[config.mk]
export PLATFORM = sky130hd
export DESIGN_NAME = fixed_point_radix_to_text_flat
export DESIGN_NICKNAME = d
export VERILOG_FILES = /design/src/rtl/core/fprt_pkg.sv /design/src/rtl/core/fprt_stream_if.sv /design/src/rtl/core/fixed_point_radix_to_text.sv /design/src/flat_wrapper.sv
export SDC_FILE = /design/constraint.sdc
export NUM_CORES = 1
export LEC_CHECK = 0
export BUFFER_PORTS_ARGS = -buffer_cell sky130_fd_sc_hd__clkbuf_2
export CAP_MARGIN = 20
export CORE_MARGIN = 2
export CORE_UTILIZATION = 33
export DETAILED_ROUTE_END_ITERATION = 10
export HOLD_SLACK_MARGIN = 0.12
export SYNTH_ARGS = -nofsm -noshare
export SYNTH_HDL_FRONTEND = slang
export SYNTH_SLANG_ARGS = --single-unit
[constraint.sdc]
create_clock -name clk_i -period 11.14 [get_ports clk_i]
set_clock_uncertainty 0.15 [all_clocks]
set_input_delay 0.557 -clock clk_i [delete_from_list [all_inputs] [get_ports clk_i]]
set_output_delay 0.557 -clock clk_i [all_outputs]
set_load 0.005 [all_outputs]
[src/rtl/core/fprt_pkg.sv]
`timescale 1ns / 1ps
`default_nettype none
// ----------------------------------------------------------------------------
// Fixed-point radix to text: shared package
// Payload types for the channel interface, and register indexes and
// character constants used by the converter core.
// ----------------------------------------------------------------------------
package fprt_pkg;

  // Port field widths; these are fixed by the interface definition.
  localparam int unsigned WHOLE_W  = 31;
  localparam int unsigned FRAC_W   = 32;
  localparam int unsigned RADIX_W  = 6;
  localparam int unsigned PREC_W   = 5;
  localparam int unsigned CHAR_W   = 7;
  localparam int unsigned CFG_IDX_W = 2;

  // Register indexes on the configuration channel.
  localparam logic [CFG_IDX_W-1:0] REG_RADIX       = 2'd0;
  localparam logic [CFG_IDX_W-1:0] REG_FRAC_DIGITS = 2'd1;

  // Register reset values and radix limits.
  localparam logic [RADIX_W-1:0] RADIX_RESET = 6'd10;
  localparam logic [PREC_W-1:0]  PREC_RESET  = 5'd6;
  localparam logic [RADIX_W-1:0] RADIX_MIN   = 6'd2;
  localparam logic [RADIX_W-1:0] RADIX_MAX   = 6'd36;

  // ASCII codes.
  localparam logic [CHAR_W-1:0] CHAR_MINUS = 7'h2D;
  localparam logic [CHAR_W-1:0] CHAR_POINT = 7'h2E;
  localparam logic [CHAR_W-1:0] CHAR_ZERO  = 7'h30;
  // 'A' minus ten, so that digit ten maps onto 'A'.
  localparam logic [CHAR_W-1:0] CHAR_ALPHA_BASE = 7'h37;

  typedef struct packed {
    logic              is_negative;
    logic [WHOLE_W-1:0] whole_part;
    logic [FRAC_W-1:0]  fraction_part;
  } in_req_t;

  typedef struct packed {
    logic [CHAR_W-1:0] char_code;
    logic              is_last;
  } out_req_t;

  typedef struct packed {
    logic [CFG_IDX_W-1:0] index;
    logic [RADIX_W-1:0]   data;
  } cfg_req_t;

  // Maps a digit value 0..35 onto '0'..'9', 'A'..'Z'.
  function automatic logic [CHAR_W-1:0] digit_char(logic [RADIX_W-1:0] d);
    logic [CHAR_W-1:0] d_ext;
    d_ext = {1'b0, d};
    if (d < 6'd10) begin
      return CHAR_ZERO + d_ext;
    end
    return CHAR_ALPHA_BASE + d_ext;
  endfunction

endpackage
`default_nettype wire

[src/rtl/core/fprt_stream_if.sv]
`timescale 1ns / 1ps
`default_nettype none
// ----------------------------------------------------------------------------
// Fixed-point radix to text: valid/ready channel
// One request channel with a generic payload type.
// ----------------------------------------------------------------------------
interface fprt_stream_if #(
  parameter type payload_t = logic
);
  logic     valid;
  logic     ready;
  payload_t payload;

  modport source (output valid, output payload, input ready);
  modport sink   (input valid, input payload, output ready);
endinterface
`default_nettype wire

[src/rtl/core/fixed_point_radix_to_text.sv]
`timescale 1ns / 1ps
`default_nettype none
// ----------------------------------------------------------------------------
// Fixed-point radix to text converter
// Writes a signed Q31.32 magnitude as ASCII characters in base 2 to 36.
// ----------------------------------------------------------------------------
// One input request is a sign, an integer magnitude and a binary fraction.
// The block answers with a stream of character requests: an optional '-'
// (never for zero), the integer digits most significant first (at least
// one), and, when fraction_digits is nonzero, a '.' and that many fraction
// digits, truncated. The final character carries is_last. Integer digits
// come from a restoring divider that retires one quotient bit per cycle,
// one full pass over the WHOLE_BITS dividend bits per integer digit;
// fraction digits come from one multiply per cycle while the output
// side is free to take a character. The input channel is ready only
// while the sequencer is idle; a finished character sits in an output
// register, so the next number can be taken while the last character of
// the previous one waits. Configuration writes are always accepted and
// take effect for the next accepted number. Radix values outside 2..36
// are clamped, and fraction_digits is clamped to MAX_FRAC_DIGITS. Input
// bits above WHOLE_BITS and FRAC_BITS are ignored.
// ----------------------------------------------------------------------------
module fixed_point_radix_to_text #(
  parameter int unsigned WHOLE_BITS      = 31,
  parameter int unsigned FRAC_BITS       = 32,
  parameter int unsigned MAX_FRAC_DIGITS = 31
) (
  input  wire            clk_i,
  input  wire            rst_ni,
  fprt_stream_if.sink    in_i,
  fprt_stream_if.source  out_o,
  fprt_stream_if.sink    cfg_i
);

  localparam int unsigned RW     = fprt_pkg::RADIX_W;
  localparam int unsigned PW     = fprt_pkg::PREC_W;
  localparam int unsigned BIT_W  = $clog2(WHOLE_BITS);
  localparam int unsigned CNT_W  = $clog2(WHOLE_BITS + 1);
  localparam int unsigned IDX_W  = $clog2(WHOLE_BITS);
  localparam int unsigned PROD_W = FRAC_BITS + RW;

  // Sequencer states.
  localparam logic [2:0] ST_IDLE  = 3'd0;
  localparam logic [2:0] ST_DIV   = 3'd1;
  localparam logic [2:0] ST_SIGN  = 3'd2;
  localparam logic [2:0] ST_POP   = 3'd3;
  localparam logic [2:0] ST_POINT = 3'd4;
  localparam logic [2:0] ST_FRAC  = 3'd5;

  logic [2:0] state_q, state_d;

  // Configuration registers.
  logic [RW-1:0] radix_q;
  logic [PW-1:0] frac_digits_q;

  // Working registers for one number.
  logic [WHOLE_BITS-1:0] whole_q, whole_d;   // dividend, then quotient
  logic [RW-1:0]         rem_q, rem_d;       // partial remainder, below base
  logic [BIT_W-1:0]      bit_q, bit_d;       // divider bit position
  logic [CNT_W-1:0]      cnt_q, cnt_d;       // digits on the stack
  logic [FRAC_BITS-1:0]  frac_q, frac_d;
  logic [RW-1:0]         base_q, base_d;
  logic [PW-1:0]         prec_q, prec_d;
  logic                  neg_q, neg_d;

  // Integer digit stack, least significant digit at the bottom.
  logic [RW-1:0] stack_q [WHOLE_BITS];

  // Output register.
  logic                             out_valid_q;
  logic [fprt_pkg::CHAR_W-1:0]      out_char_q;
  logic                             out_last_q;

  // Shared divider step and fraction multiply.
  logic [RW:0]           trial;
  logic [RW:0]           diff;
  logic                  ge;
  logic [RW-1:0]         rem_nx;
  logic [WHOLE_BITS-1:0] quo_nx;
  logic [PROD_W-1:0]     prod;
  logic [CNT_W-1:0]      cnt_m1;
  logic [RW-1:0]         stack_top;

  logic                        in_fire;
  logic                        out_free;
  logic                        push;
  logic                        emit;
  logic [fprt_pkg::CHAR_W-1:0] emit_char;
  logic                        emit_last;

  logic [WHOLE_BITS-1:0] in_whole;
  logic [FRAC_BITS-1:0]  in_frac;

  assign in_i.ready  = (state_q == ST_IDLE);
  assign in_fire     = in_i.valid && in_i.ready;
  assign cfg_i.ready = 1'b1;

  assign out_o.valid             = out_valid_q;
  assign out_o.payload.char_code = out_char_q;
  assign out_o.payload.is_last   = out_last_q;
  assign out_free = !out_valid_q || out_o.ready;

  assign in_whole = in_i.payload.whole_part[WHOLE_BITS-1:0];
  assign in_frac  = in_i.payload.fraction_part[FRAC_BITS-1:0];

  // One restoring division step: shift in the next dividend bit and
  // subtract the base when it fits.
  assign trial  = {rem_q, whole_q[WHOLE_BITS-1]};
  assign ge     = (trial >= {1'b0, base_q});
  assign diff   = trial - {1'b0, base_q};
  assign rem_nx = ge ? diff[RW-1:0] : trial[RW-1:0];
  assign quo_nx = {whole_q[WHOLE_BITS-2:0], ge};

  // The bits above the binary point are the next fraction digit.
  assign prod = PROD_W'(frac_q) * PROD_W'(base_q);

  assign cnt_m1    = cnt_q - CNT_W'(1);
  assign stack_top = stack_q[cnt_m1[IDX_W-1:0]];

  always_comb begin
    state_d   = state_q;
    whole_d   = whole_q;
    rem_d     = rem_q;
    bit_d     = bit_q;
    cnt_d     = cnt_q;
    frac_d    = frac_q;
    base_d    = base_q;
    prec_d    = prec_q;
    neg_d     = neg_q;
    push      = 1'b0;
    emit      = 1'b0;
    emit_char = fprt_pkg::CHAR_ZERO;
    emit_last = 1'b0;

    unique case (state_q)
      ST_IDLE: begin
        if (in_fire) begin
          whole_d = in_whole;
          frac_d  = in_frac;
          // Negative zero prints without a sign.
          neg_d   = in_i.payload.is_negative && ((|in_whole) || (|in_frac));
          if (radix_q < fprt_pkg::RADIX_MIN) begin
            base_d = fprt_pkg::RADIX_MIN;
          end else if (radix_q > fprt_pkg::RADIX_MAX) begin
            base_d = fprt_pkg::RADIX_MAX;
          end else begin
            base_d = radix_q;
          end
          if (frac_digits_q > PW'(MAX_FRAC_DIGITS)) begin
            prec_d = PW'(MAX_FRAC_DIGITS);
          end else begin
            prec_d = frac_digits_q;
          end
          rem_d   = '0;
          bit_d   = BIT_W'(WHOLE_BITS - 1);
          cnt_d   = '0;
          state_d = ST_DIV;
        end
      end
      ST_DIV: begin
        rem_d   = rem_nx;
        whole_d = quo_nx;
        bit_d   = bit_q - BIT_W'(1);
        if (bit_q == '0) begin
          // Division done: the remainder is the next digit.
          push  = 1'b1;
          cnt_d = cnt_q + CNT_W'(1);
          rem_d = '0;
          bit_d = BIT_W'(WHOLE_BITS - 1);
          if (quo_nx == '0) begin
            state_d = ST_SIGN;
          end
        end
      end
      ST_SIGN: begin
        if (!neg_q) begin
          state_d = ST_POP;
        end else if (out_free) begin
          emit      = 1'b1;
          emit_char = fprt_pkg::CHAR_MINUS;
          state_d   = ST_POP;
        end
      end
      ST_POP: begin
        if (out_free) begin
          emit      = 1'b1;
          emit_char = fprt_pkg::digit_char(stack_top);
          cnt_d     = cnt_m1;
          if (cnt_q == CNT_W'(1)) begin
            if (prec_q == '0) begin
              emit_last = 1'b1;
              state_d   = ST_IDLE;
            end else begin
              state_d = ST_POINT;
            end
          end
        end
      end
      ST_POINT: begin
        if (out_free) begin
          emit      = 1'b1;
          emit_char = fprt_pkg::CHAR_POINT;
          state_d   = ST_FRAC;
        end
      end
      ST_FRAC: begin
        if (out_free) begin
          emit      = 1'b1;
          emit_char = fprt_pkg::digit_char(prod[FRAC_BITS +: RW]);
          frac_d    = prod[FRAC_BITS-1:0];
          prec_d    = prec_q - PW'(1);
          if (prec_q == PW'(1)) begin
            emit_last = 1'b1;
            state_d   = ST_IDLE;
          end
        end
      end
      default: begin
        state_d = ST_IDLE;
      end
    endcase
  end

  // Control state.
  always_ff @(posedge clk_i or negedge rst_ni) begin
    if (!rst_ni) begin
      state_q       <= ST_IDLE;
      cnt_q         <= '0;
      out_valid_q   <= 1'b0;
      radix_q       <= fprt_pkg::RADIX_RESET;
      frac_digits_q <= fprt_pkg::PREC_RESET;
    end else begin
      state_q <= state_d;
      cnt_q   <= cnt_d;
      if (emit) begin
        out_valid_q <= 1'b1;
      end else if (out_o.ready) begin
        out_valid_q <= 1'b0;
      end
      if (cfg_i.valid) begin
        unique case (cfg_i.payload.index)
          fprt_pkg::REG_RADIX: begin
            radix_q <= cfg_i.payload.data;
          end
          fprt_pkg::REG_FRAC_DIGITS: begin
            frac_digits_q <= cfg_i.payload.data[PW-1:0];
          end
          default: begin
          end
        endcase
      end
    end
  end

  // Datapath registers.
  always_ff @(posedge clk_i) begin
    whole_q <= whole_d;
    rem_q   <= rem_d;
    bit_q   <= bit_d;
    frac_q  <= frac_d;
    base_q  <= base_d;
    prec_q  <= prec_d;
    neg_q   <= neg_d;
    if (push) begin
      stack_q[cnt_q[IDX_W-1:0]] <= rem_nx;
    end
    if (emit) begin
      out_char_q <= emit_char;
      out_last_q <= emit_last;
    end
  end

`ifndef NO_ASSERTIONS
  // The stack never holds more digits than the integer part can have.
  a_cnt_bound: assert property (@(posedge clk_i) disable iff (!rst_ni)
    cnt_q <= CNT_W'(WHOLE_BITS))
    else $error("digit count exceeds stack depth");

  // Popping only happens with digits on the stack.
  a_pop_nonempty: assert property (@(posedge clk_i) disable iff (!rst_ni)
    state_q == ST_POP |-> cnt_q != '0)
    else $error("pop from empty digit stack");

  // The partial remainder stays below the base throughout a division.
  a_rem_below_base: assert property (@(posedge clk_i) disable iff (!rst_ni)
    state_q == ST_DIV |-> rem_q < base_q)
    else $error("divider remainder out of range");

  // An accepted number starts the divider on the next cycle.
  a_accept_starts_div: assert property (@(posedge clk_i) disable iff (!rst_ni)
    in_fire |=> state_q == ST_DIV && cnt_q == '0)
    else $error("accepted number did not start division");

  // The last character of a number returns the sequencer to idle.
  a_last_to_idle: assert property (@(posedge clk_i) disable iff (!rst_ni)
    emit && emit_last |=> state_q == ST_IDLE && out_valid_q && out_last_q)
    else $error("final character did not end the number");
`endif

endmodule
`default_nettype wire

[src/flat_wrapper.sv]
// flat-port wrapper written by rule: the top's interface ports become plain ports
module fixed_point_radix_to_text_flat 
#(
  parameter int unsigned WHOLE_BITS      = 31,
  parameter int unsigned FRAC_BITS       = 32,
  parameter int unsigned MAX_FRAC_DIGITS = 31
)
  (clk_i, rst_ni, in_i_valid, in_i_payload, in_i_ready, out_o_valid, out_o_payload, out_o_ready, cfg_i_valid, cfg_i_payload, cfg_i_ready);
  fprt_stream_if #(.payload_t(fprt_pkg::in_req_t)) in_i_i ();
  fprt_stream_if #(.payload_t(fprt_pkg::out_req_t)) out_o_i ();
  fprt_stream_if #(.payload_t(fprt_pkg::cfg_req_t)) cfg_i_i ();
  input  wire clk_i;
  input  wire rst_ni;
  input wire logic [$bits(in_i_i.valid)-1:0] in_i_valid;
  input wire logic [$bits(in_i_i.payload)-1:0] in_i_payload;
  output wire logic [$bits(in_i_i.ready)-1:0] in_i_ready;
  output wire logic [$bits(out_o_i.valid)-1:0] out_o_valid;
  output wire logic [$bits(out_o_i.payload)-1:0] out_o_payload;
  input wire logic [$bits(out_o_i.ready)-1:0] out_o_ready;
  input wire logic [$bits(cfg_i_i.valid)-1:0] cfg_i_valid;
  input wire logic [$bits(cfg_i_i.payload)-1:0] cfg_i_payload;
  output wire logic [$bits(cfg_i_i.ready)-1:0] cfg_i_ready;
  assign in_i_i.valid = in_i_valid;
  assign in_i_i.payload = in_i_payload;
  assign in_i_ready = in_i_i.ready;
  assign out_o_valid = out_o_i.valid;
  assign out_o_payload = out_o_i.payload;
  assign out_o_i.ready = out_o_ready;
  assign cfg_i_i.valid = cfg_i_valid;
  assign cfg_i_i.payload = cfg_i_payload;
  assign cfg_i_ready = cfg_i_i.ready;
  fixed_point_radix_to_text #(.WHOLE_BITS(WHOLE_BITS), .FRAC_BITS(FRAC_BITS), .MAX_FRAC_DIGITS(MAX_FRAC_DIGITS)) u_core (.clk_i(clk_i), .rst_ni(rst_ni), .in_i(in_i_i), .out_o(out_o_i), .cfg_i(cfg_i_i));
endmodule
# [After elaboration in Yosys (flattened, before gate mapping)]
# Memories as Yosys holds them, arrays and structs flattened.
# Cells that the tools add are included.
# Widths: inputs -> output; s select.
[op_classes] n_eq_ne=17 n_lt_le_gt_ge=6 mux=64 n_addsub=9 mul=1 reduce_logical=25
[op_table] cell="$mux 32" count=2
[op_table] cell="$pmux 32 s2" count=1
[op_table] cell="$pmux 31 s2" count=1
[op_table] cell="$mux 5" count=10
[op_table] cell="$mux 7" count=7
[op_table] cell="$mul 32x6->38" count=1
[op_table] cell="$mux 3" count=11
[op_table] cell="$reduce_or 32->1" count=1
[op_table] cell="$logic_not 31->1" count=1
[op_table] cell="$mux 31" count=1
[op_table] cell="$reduce_or 31->1" count=1
[op_table] cell="$add 6x6->7 const A" count=4
[op_table] cell="$pmux 7 s4" count=1
[op_table] cell="$mux 6" count=4
[op_table] cell="$pmux 5 s2" count=2
[op_table] cell="$mux 1" count=19
[op_table] cell="$pmux 3 s6" count=1
[op_table] cell="$pmux 5 s3" count=1
[op_table] cell="$sub 5x1->5 const B" count=3
[op_table] cell="$ne 2x1->1 const B" count=7
[op_table] cell="$lt 6x4->1 const B" count=2
[op_table] cell="$pmux 6 s2" count=1
[op_table] cell="$eq 5x1->1 const B" count=2
[op_table] cell="$logic_not 5->1" count=2
[op_table] cell="other kinds (26)" count=36
[totals] register_bits=114 input_bits=77 word_cells=138 ramBits=186 n_memories=1 out_inout_bits=11
[memory_table] name="u_core.stack_q" depth=31 word_bits=6 read_ports=1 rd_clocked_by_memory_dff=0 wr=1 line_no="fixed_point_radix_to_text.sv:67" source="logic [RW-1:0] stack_q [WHOLE_BITS];"

# [Longest topological paths before layout]
# Gate-level depths: netlist of the first run.
# An unclocked memory read counts as a cell.
[depth] depth_word=9 ltp_mapped=22 mapped_depth_nobuf=20

# [Worst setup path after synthesis of the first run]
# Ideal clock, no wire load.
[synth_timing] path_type="flip-flop to flip-flop" from="register u_core.base_q[5]" to="register u_core.out_char_q[2] (netlist bit) (data pin)" setup_ns=0.269 required_ns=10.721 path_stages_with_launch=22 t_arrival_ns=5.289 setup_slack_ns=5.431 path_buffers=2 synth_period_minus_slack_ns=5.709 cell_sequence="edfxtp_1 > clkbuf_1 > and2_1 > fa_1 > fa_1 > inv_1 > fa_1 > inv_1 > ha_1 > nand4_1 > or3_1 > a21o_1 > a311oi_1 > nor2_1 > o31ai_1 > xnor2_1 > ha_1 > clkbuf_1 > o31ai_1 > and3_1 > o21ai_0 > a21oi_1"
[synth_via] elab_chain_cells=8 elab_cells_between_ends=11
[synth_lines] element="start: declaration" line_no="fixed_point_radix_to_text.sv:62" source="logic [RW-1:0] base_q, base_d;"
[synth_lines] element="start signal: assignment" line_no="fixed_point_radix_to_text.sv:261" source="base_q <= base_d;"
[synth_lines] element="$mul 32x6->38 *" line_no="fixed_point_radix_to_text.sv:115" source="assign prod = PROD_W'(frac_q) * PROD_W'(base_q);"
[synth_lines] element="$lt 6x4->1" line_no="fprt_pkg.sv:55" source="if (d < 6'd10) begin"
[synth_lines] element="$mux 1" line_no="fprt_pkg.sv:55"
[synth_lines] element="$mux 1" line_no="fixed_point_radix_to_text.sv:207" source="if (out_free) begin"
[synth_lines] element="$mux 1" line_no="fixed_point_radix_to_text.sv:135" source="unique case (state_q)"
[synth_lines] element="$mux 7 *" line_no="fprt_pkg.sv:58" source="return CHAR_ALPHA_BASE + d_ext;"
[synth_lines] element="$mux 7 *" line_no="fixed_point_radix_to_text.sv:207"
[synth_lines] element="$pmux 7 s4 *" line_no="fixed_point_radix_to_text.sv:135"
[synth_lines] element="via u_core.emit_char (one bit)" line_no="fixed_point_radix_to_text.sv:88" source="logic [fprt_pkg::CHAR_W-1:0] emit_char;"
[synth_lines] element="end signal: assignment" line_no="fixed_point_radix_to_text.sv:268" source="out_char_q <= emit_char;"
[synth_lines] element="end: declaration" line_no="fixed_point_radix_to_text.sv:71" source="logic [fprt_pkg::CHAR_W-1:0] out_char_q;"
# Mark *: on every way through the listed nets, which the timed path passes. The rest lies on a longest branch. The select of a mux whose other input is x is not followed.
# A chain may end at the register's enable or synchronous reset.

# [Worst setup path after layout of the first run]
[layout_timing] from="register u_core.base_q[4]" to="register u_core.out_char_q[2] (netlist bit) (data pin)"
# Same word-level chain as after synthesis.

==> out/results.ini, run 1 <==
[finish]
layout.cells.most_common = edfxtp_1
seq_area_mm2 = 0.00892
drive_gt1_frac = 0.142
layout_common_cells = edfxtp_1, nand2_1, inv_1
area_growth_pct = 12.8
num_antenna_cells = 0
multi_input_area_mm2 = 0.00957
fill_cells = 5658
fin_nets = 2025

[routing]
ant_nets = 0
wl_per_cell_um = 18.9
post-route-drc-count = 0
drt_iter0_drc = 956
num_vias = 13000
viasPerCell = 5.08
totalWireLength_um = 48400
dr.pass1.iters = 5

[sta]
slew-limit-headroom = 0.257
final_max_slew_viol_count = 0
worst_pin_slew_ns = 1.10
fmax_mhz = 149
fin_crit_sh = 0.604
min_period_ns = 6.72
hold_viol = 0
tns_ns = 0
setup_violations = 0
rsz0062_at_grt = false

[setup_path]
startpoint_type = flip-flop
path_max_fanout = 33
worstSetupPathType = flip-flop to flip-flop
endpoint_kind = flip-flop
critPathArrivalTime_ns = 6.86
ff2ff_path_depth = 19
required_ns = 11.27

[clock_tree]
tritoncts = built
cts_buffer_depth = 3
clock_latency_ns = 0.56
clkTransAtPathRegs_ns = 0.07
post_cts_resized = 0
htree_num_levels = 2
cts_hold_buf = 7
clock-sinks = 300
clockRootBuffer = clkbuf_16
cts_setup_buffers = 0
cts_inserted_buffers = 35

[logic_synthesis]
ys_ff_latch = 300
synth_nets = 1950
async_reset_ff_frac = 0.0667
ys.flop_type = edfxtp_1
avgSynthCellArea_um2 = 11.5
ys_seq_area_frac = 0.457
synth_top_area_share = 0.431
synth_edf_count = 280
netlist_instances = 1688
synthTopCellsByArea = edfxtp_1, fa_1, mux4_2
netlist_area_mm2 = 0.0195
synth_top_area_cell = edfxtp_1
synth_cell_types = 73
yosysWarnings = 0

[status]
status = completed

[grt]
grt_pass1_vias = 13200
track_usage = 0.160
antenna_found_initial = 3
grt_pass1_wl_um = 75000
grt-ovfl-total = 0
grt_max_degree = 73

[placed_design]
io_buffers = 86
dp_hpwl_um = 35000
gp_congestion = 0.902

[floorplan]
die_w_um = 247
die-area_mm2 = 0.0610
core-area_mm2 = 0.0587
ios = 88
initial_core_util = 0.332
die_y_um = 247
fp-row-count = 89

[hold_path]
whs_path_depth = 3
hold_class = input pin to flip-flop

[flow_run]
max_cap_viol_count = 0

[cells by family after synthesis]
family | share of synthesized area
buffers and inverters | 0.0541
other | 0.000192
XOR/XNOR | 0.0193
flip-flops | 0.457
AO/OA/AOI/OAI | 0.0749
multiplexers | 0.0776
adder cells (fa/ha/maj) | 0.166
AND/OR/NAND/NOR | 0.151
[stage by stage]
stage	setup WS [ns]	hold WS (ns)	utilization	area, um2	std cells
after CTS	4.49	0.121	0.374	22000	2563
after detailed placement	4.51	0.350	0.353	20700	2492
after global placement	4.65	0.343	0.353	20700	2491
after global routing	4.00	0.145	0.374	22000	2563
after floorplan	5.43	0.111	-	19500	1688
final	4.42	0.151	0.374	22000	2563
[per-layer routing]
layer | vias to the layer above | routed length (um) | track usage
li1 | 6018 | - | -
met1 | 6559 | 20800 | 0.213
met2 | 363 | 23200 | 0.266
met3 | 80 | 3170 | 0.0298
met4 | 6 | 1180 | 0.0441
met5 | - | 33 | 0
[sequential cells by signal (all words and copies together), names as in the netlist]
register / flops
u_core.base_q: 6
u_core.whole_q: 31
u_core.frac_q: 32
u_core.frac_digits_q: 5
u_core.state_q: 3
u_core.out_char_q: 7
u_core.rem_q: 6
u_core.neg_q: 1
u_core.stack_q: 186
u_core.bit_q: 5
u_core.out_last_q: 1
u_core.out_o.valid: 1
u_core.cnt_q: 5
u_core.prec_q: 5
u_core.radix_q: 6
[worst paths after layout]
path                                    startpoint  slack, ns                       to
max reg2reg                       u_core.base_q[4]       4.42     u_core.out_char_q[2]
min                               in_i_payload[24]       0.15        u_core.frac_q[24]
min in group asynchronous                   rst_ni       0.40  u_core.frac_digits_q[0]
max in group asynchronous                   rst_ni      10.01          u_core.cnt_q[0]
max                               u_core.base_q[4]       4.42     u_core.out_char_q[2]
min reg2reg                u_core.frac_digits_q[4]       0.36  u_core.frac_digits_q[4]
[cell type report]
cell class                 count  area share
multi-input combinational   1124       0.436
sequential                   300       0.406
tap                          773      0.0440
clock buffer                  38      0.0404
inverter                     194      0.0331
timing repair buffer         108      0.0279
clock inverter                26      0.0133
[cells in the mapped netlist (all sizes together), types with 9 or more instances]
cell,count
edfxtp,280
nand2,200
inv,194
and2,182
fa,122
o21ai,78
nor2,75
ha,63
clkbuf,56
mux4,53
a21oi,51
nor4,25
xnor2,23
a21o,22
xor2,20
nor3,19
nand3,17
nand4,17
dfrtp,16
mux2i,15
buf,14
mux2,14
o31ai,14
nor2b,10
and3,9
[critical path, stage by stage, from the launching register on]
cell	delay (ns)
edfxtp_1	1.02
and2_1	0.27
fa_1	0.45
fa_1	0.55
inv_1	0.05
fa_1	0.53
inv_1	0.05
ha_1	0.37
a211oi_1	0.47
o211ai_1	0.19
a21oi_2	0.29
o31ai_1	0.20
a21bo_1	0.27
a31oi_1	0.19
xor2_1	0.36
ha_1	0.43
o31ai_1	0.14
and3_1	0.20
o21ai_0	0.17
a21oi_1	0.09
Power of run 1 is left out: the tool's default activity adds up to more than one toggle a clock period on the data nets, which glitch-free logic cannot reach.
==> inputs of run 2 (changes only) <==
==> constraint.sdc (replaced) <==
create_clock -name clk_i -period 5.65 [get_ports clk_i]
set_clock_uncertainty 0.15 [all_clocks]
set_input_delay 0.2825 -clock clk_i [delete_from_list [all_inputs] [get_ports clk_i]]
set_output_delay 0.2825 -clock clk_i [all_outputs]
set_load 0.005 [all_outputs]
==> run 2 against run 1 <==
Maximum frequency is 21% higher. Design area grew 9.2%. Global-route usage is 0.37 points higher. Setup slack got worse by 4.3 ns. Via count is 5.4% higher. Non-clock buffer count increased by 180.
==> out/results.ini, run 2 (synthesis gave the netlist of run 1 again) <==
[status]
status = completed

[setup_path]
path_max_fanout = 5
r2r_slack_ns = 0.11
worstSetupPathType = flip-flop to flip-flop
crit_slowest_cell = fa_1
required_ns = 5.80
crit_path_cell_trace = buf_6 > and2_1 > fa_1 > fa_1 > inv_1 > fa_1 > inv_1 > ha_4 > nand4_1 > or3_1 > a21o_1 > buf_4 > a31oi_2 > o21ai_2 > and3b_1 > or2_2 > buf_4 > o21ai_0 > o211ai_1
endpoint_kind = flip-flop
critPathArrivalTime_ns = 5.68
path_buf_inv = 5
startpoint_type = flip-flop
crit_top_cell = fa_1
max_stage_delay_ns = 0.53
cp_top_family = adder cells

[routing]
drt_iter0_drc = 1069
dr.pass1.iters = 5
wl_per_cell_um = 18.4
post-route-drc-count = 0
totalWireLength_um = 50500
viasPerCell = 5.01
num_vias = 13700
ant_nets = 0

[clock_tree]
cts_inserted_buffers = 35
clockRootBuffer = clkbuf_16
clkTransAtPathRegs_ns = 0.06
tritoncts = built
clock-sinks = 300
cts_buffer_depth = 3
htree_num_levels = 2
clock_latency_ns = 0.57

[sta]
min_period_ns = 5.54
slew-limit-headroom = 0.317
hold_slack_ns = 0.148
final_max_slew_viol_count = 0
fin_crit_sh = 0.980
fmax_mhz = 181
layout_setup_ws_ns = 0.113
hold_viol = 0
setup_violations = 0
rsz0062_at_grt = false
worst_pin_slew_ns = 1.02

[finish]
seq_area_mm2 = 0.00892
multi_input_area_mm2 = 0.0100
largest_reg_flops = 186
drive_gt1_frac = 0.216
layout_common_cells = edfxtp_1, nand2_1, inv_1
num_antenna_cells = 0
fill_cells = 5490
fin_nets = 2205
layout.cells.most_common = edfxtp_1
area_growth_pct = 23.1

[floorplan]
die_w_um = 247
die-area_mm2 = 0.0610
ios = 88
core-area_mm2 = 0.0587
initial_core_util = 0.332
die_y_um = 247
fp-row-count = 89

[grt]
antenna_found_initial = 2
track_usage = 0.164
grt_pass1_wl_um = 77700
grt_pass1_vias = 14300
grt_max_degree = 71
grt-ovfl-total = 0

[flow_run]
max_cap_viol_count = 0

[placed_design]
io_buffers = 86
dp_hpwl_um = 36100
gp_congestion = 0.890
pre_cts_slack_ns = -0.254

[hold_path]
hold_class = input pin to flip-flop

==> run 2: per-stage QoR <==
| step | TNS, ns | std cells | util | instance area [um2] |
|---|---|---|---|---|
| finish | 0 | 2742 | 0.409 | 24000 |
| detailed placement | -1.29 | 2585 | 0.366 | 21500 |
| global placement | -1.11 | 2585 | 0.366 | 21500 |
| floorplan | 0 | 1688 | - | 19500 |
| global route | 0 | 2742 | 0.409 | 24000 |
| CTS | 0 | 2734 | 0.400 | 23500 |
==> run 2: final cells by class <==
cell class	instances	area share
Multi-Input combinational cell	1124	0.419
Timing Repair Buffer	288	0.0917
Inverter	194	0.0303
Clock inverter	22	0.00917
Tap cell	773	0.0403
Clock buffer	41	0.0383
Sequential cell	300	0.372
==> run 2: path summary, 6_finish.rpt <==
kind,start,to,cells past startpoint
max reg2reg,u_core.base_q[2],u_core.out_char_q[5],19
max in group asynchronous,rst_ni,u_core.cnt_q[0],2
min reg2reg,u_core.frac_digits_q[0],u_core.frac_digits_q[0],1
min,cfg_i_valid,u_core.frac_digits_q[3],3
min in group asynchronous,rst_ni,u_core.cnt_q[3],2
max,u_core.base_q[2],u_core.out_char_q[5],19
==> run 2: worst register-to-register path: stages (launching register included) <==
cell      delay, ns
edfxtp_1       0.46
buf_6          0.18
and2_1         0.16
fa_1           0.51
fa_1           0.51
inv_1          0.06
fa_1           0.53
inv_1          0.06
ha_4           0.27
nand4_1        0.13
or3_1          0.39
a21o_1         0.23
buf_4          0.16
a31oi_2        0.28
o21ai_2        0.14
and3b_1        0.21
or2_2          0.33
buf_4          0.16
o21ai_0        0.23
o211ai_1       0.14
==> run 2: per-layer routing <==
layer  vias up  GRT usage  part of all wire
met5         -          0           0.00052
met2       365      0.277              0.50
met1      6904      0.209              0.41
li1       6366          -                 -
met3        96     0.0318             0.059
met4         4     0.0555             0.029
==> run 2: timing repair <==
| item | 4_1_cts | 5_1_grt |
|---|---|---|
| pin swaps | 7 | 58 |
| gates cloned | 0 | 1 |
| buffers inserted | 6 | 7 |
| hold endpoints to repair | 100 | 0 |
| hold buffers | 80 | 0 |
| setup endpoints to repair | 7 | 9 |
| resized for setup | 10 | 90 |
Power of run 2 is left out for the same reason.
==> inputs of run 3 (changes only) <==
--- a/config.mk
+++ b/config.mk
@@ -7,10 +7,13 @@
 export LEC_CHECK = 0
 export BUFFER_PORTS_ARGS = -buffer_cell sky130_fd_sc_hd__clkbuf_2
 export CAP_MARGIN = 20
+export CELL_PAD_IN_SITES_DETAIL_PLACEMENT = 1
+export CELL_PAD_IN_SITES_GLOBAL_PLACEMENT = 1
 export CORE_MARGIN = 2
 export CORE_UTILIZATION = 33
 export DETAILED_ROUTE_END_ITERATION = 10
 export HOLD_SLACK_MARGIN = 0.12
+export PLACE_DENSITY_LB_ADDON = 0.1
 export SYNTH_ARGS = -nofsm -noshare
 export SYNTH_HDL_FRONTEND = slang
 export SYNTH_SLANG_ARGS = --single-unit
==> run 3 against run 2 <==
Critical path type unchanged. Setup slack gained 0.032 ns. Via count decreased by 0.35%. Count of clock-buffer cells in the layout grew 8. Cell count increased by 1.7%. First-iteration DRC count shrank 40%.
==> out/results.ini, run 3 (synthesis gave the netlist of run 1 again) <==
[grt]
antenna_found_initial = 0
grt_max_degree = 73
track_usage = 0.192
grt_pass1_wl_um = 89000
grt_pass1_vias = 15100
grt-ovfl-total = 0

[placed_design]
gp_congestion = 0.813
io_buffers = 86
dp_hpwl_um = 42400

[setup_path]
r2r-start = u_core.base_q[2]
critPathArrivalTime_ns = 5.62
reg2reg_to = u_core.out_char_q[4]
required_ns = 5.77
r2r_slack_ns = 0.14
endpoint_kind = flip-flop
ff2ff_path_depth = 23
path_max_fanout = 6
startpoint_type = flip-flop
worstSetupPathType = flip-flop to flip-flop

[finish]
fill_cells = 6333
layout.cells.most_common = edfxtp_1
drive_gt1_frac = 0.236
area_growth_pct = 25.7
layout_common_cells = edfxtp_1, nand2_1, inv_1
largest_reg_flops = 186
num_antenna_cells = 0
fin_nets = 2252

[sta]
fmax_mhz = 182
fin_crit_sh = 0.974
tns_ns = 0
worst_pin_slew_ns = 1.00
min_period_ns = 5.51
hold_viol = 0
setup_violations = 0
rsz0062_at_grt = true
slew-limit-headroom = 0.329
final_max_slew_viol_count = 0

[routing]
wl_met3_um = 1480
post-route-drc-count = 0
wl_per_cell_um = 20.8
num_vias = 13700
met1_length_um = 25100
dr.pass1.iters = 5
drt_iter0_drc = 638
top_layer = met4
ant_nets = 0
wl_met2_um = 29900
viasPerCell = 4.91
totalWireLength_um = 58100

[floorplan]
die_w_um = 247
die-area_mm2 = 0.0610
die_y_um = 247
initial_core_util = 0.332
fp-row-count = 89
core-area_mm2 = 0.0587
ios = 88

[clock_tree]
cts_buffer_depth = 3
clock-sinks = 300
clock_latency_ns = 0.56
cts_inserted_buffers = 38
htree_num_levels = 2
tritoncts = built
clkTransAtPathRegs_ns = 0.06
clockRootBuffer = clkbuf_16

[flow_run]
max_cap_viol_count = 0

[status]
status = completed

[hold_path]
hold_class = input pin to asynchronous set/reset pin

## run 3: cell types whose count changed in the layout (fill, tap and decap cells not counted), sizes merged
cell         previous run  this run
buf                   122       169
clkbuf                127       135
clkinv                 14         8
clkinvlp                4         1
dlygate4sd3            80        77
inv                   195       197
bufinv                  3         4
## run 3: critical path, cell delays in order, from the launching register on
cell and delay (ns):
edfxtp_1 0.42, buf_6 0.17, buf_6 0.13, and2_4 0.13
fa_1 0.51, fa_1 0.57, inv_2 0.04, fa_1 0.49
inv_2 0.05, ha_4 0.22, buf_6 0.12, a21o_1 0.17
a31o_1 0.20, o31ai_2 0.22, buf_4 0.20, a311oi_4 0.11
buf_4 0.16, or3_1 0.34, nand4_1 0.15, ha_2 0.22
a21o_1 0.10, a21oi_2 0.05, xnor2_1 0.18, o221ai_1 0.14
## run 3: timing repair
action                     4_1_cts  5_1_grt
pin swaps                       21       70
cloned                           0        2
hold endpoints to repair        99        0
buffers inserted                 9       15
resized for setup               30       88
hold buffers                    77        0
setup endpoints to repair        8        8
## run 3: stage by stage
step	instances	hold WS [ns]	worst slack, ns	utilization	instance area (um2)
floorplan	1688	-0.163	0.0588	-	19500
global placement	2620	0.167	-0.136	0.370	21700
detailed placement	2620	0.173	-0.248	0.370	21700
CTS	2771	0.129	0.00120	0.407	23900
global route	2788	0.173	-0.107	0.417	24500
finish	2788	0.163	0.145	0.417	24500
## run 3: worst max path at each step
stage                     start              endpoint  slack [ns]  cells past startpoint
2_1_floorplan  u_core.base_q[5]  u_core.out_char_q[4]        0.06                     21
3_3_place_gp   u_core.base_q[3]  u_core.out_char_q[3]       -0.14                     21
3_5_place_dp   u_core.base_q[5]  u_core.out_char_q[2]       -0.25                     22
4_1_cts        u_core.base_q[5]  u_core.out_char_q[5]       0.001                     19
5_1_grt        u_core.base_q[2]  u_core.out_char_q[4]       -0.11                     23
6_report       u_core.base_q[2]  u_core.out_char_q[4]        0.14                     23
## run 3: layer usage
layer / track usage / up-vias
li1: - / 6462
met1: 0.243 / 7003
met2: 0.345 / 150
met3: 0.0234 / 72
met4: 0.0551 / 0
met5: 0 / -
## run 3: cell type report
class | instances | area, um2 | area share
multi-input cells | 1124 | 10100 | 0.411
clock buffers | 49 | 992 | 0.0405
flip-flops and latches | 300 | 8920 | 0.364
well taps | 773 | 967 | 0.0395
inverters | 194 | 728 | 0.0297
clock inverters | 16 | 215 | 0.00879
repair buffers | 332 | 2590 | 0.106
Power of run 3 is left out for the same reason.
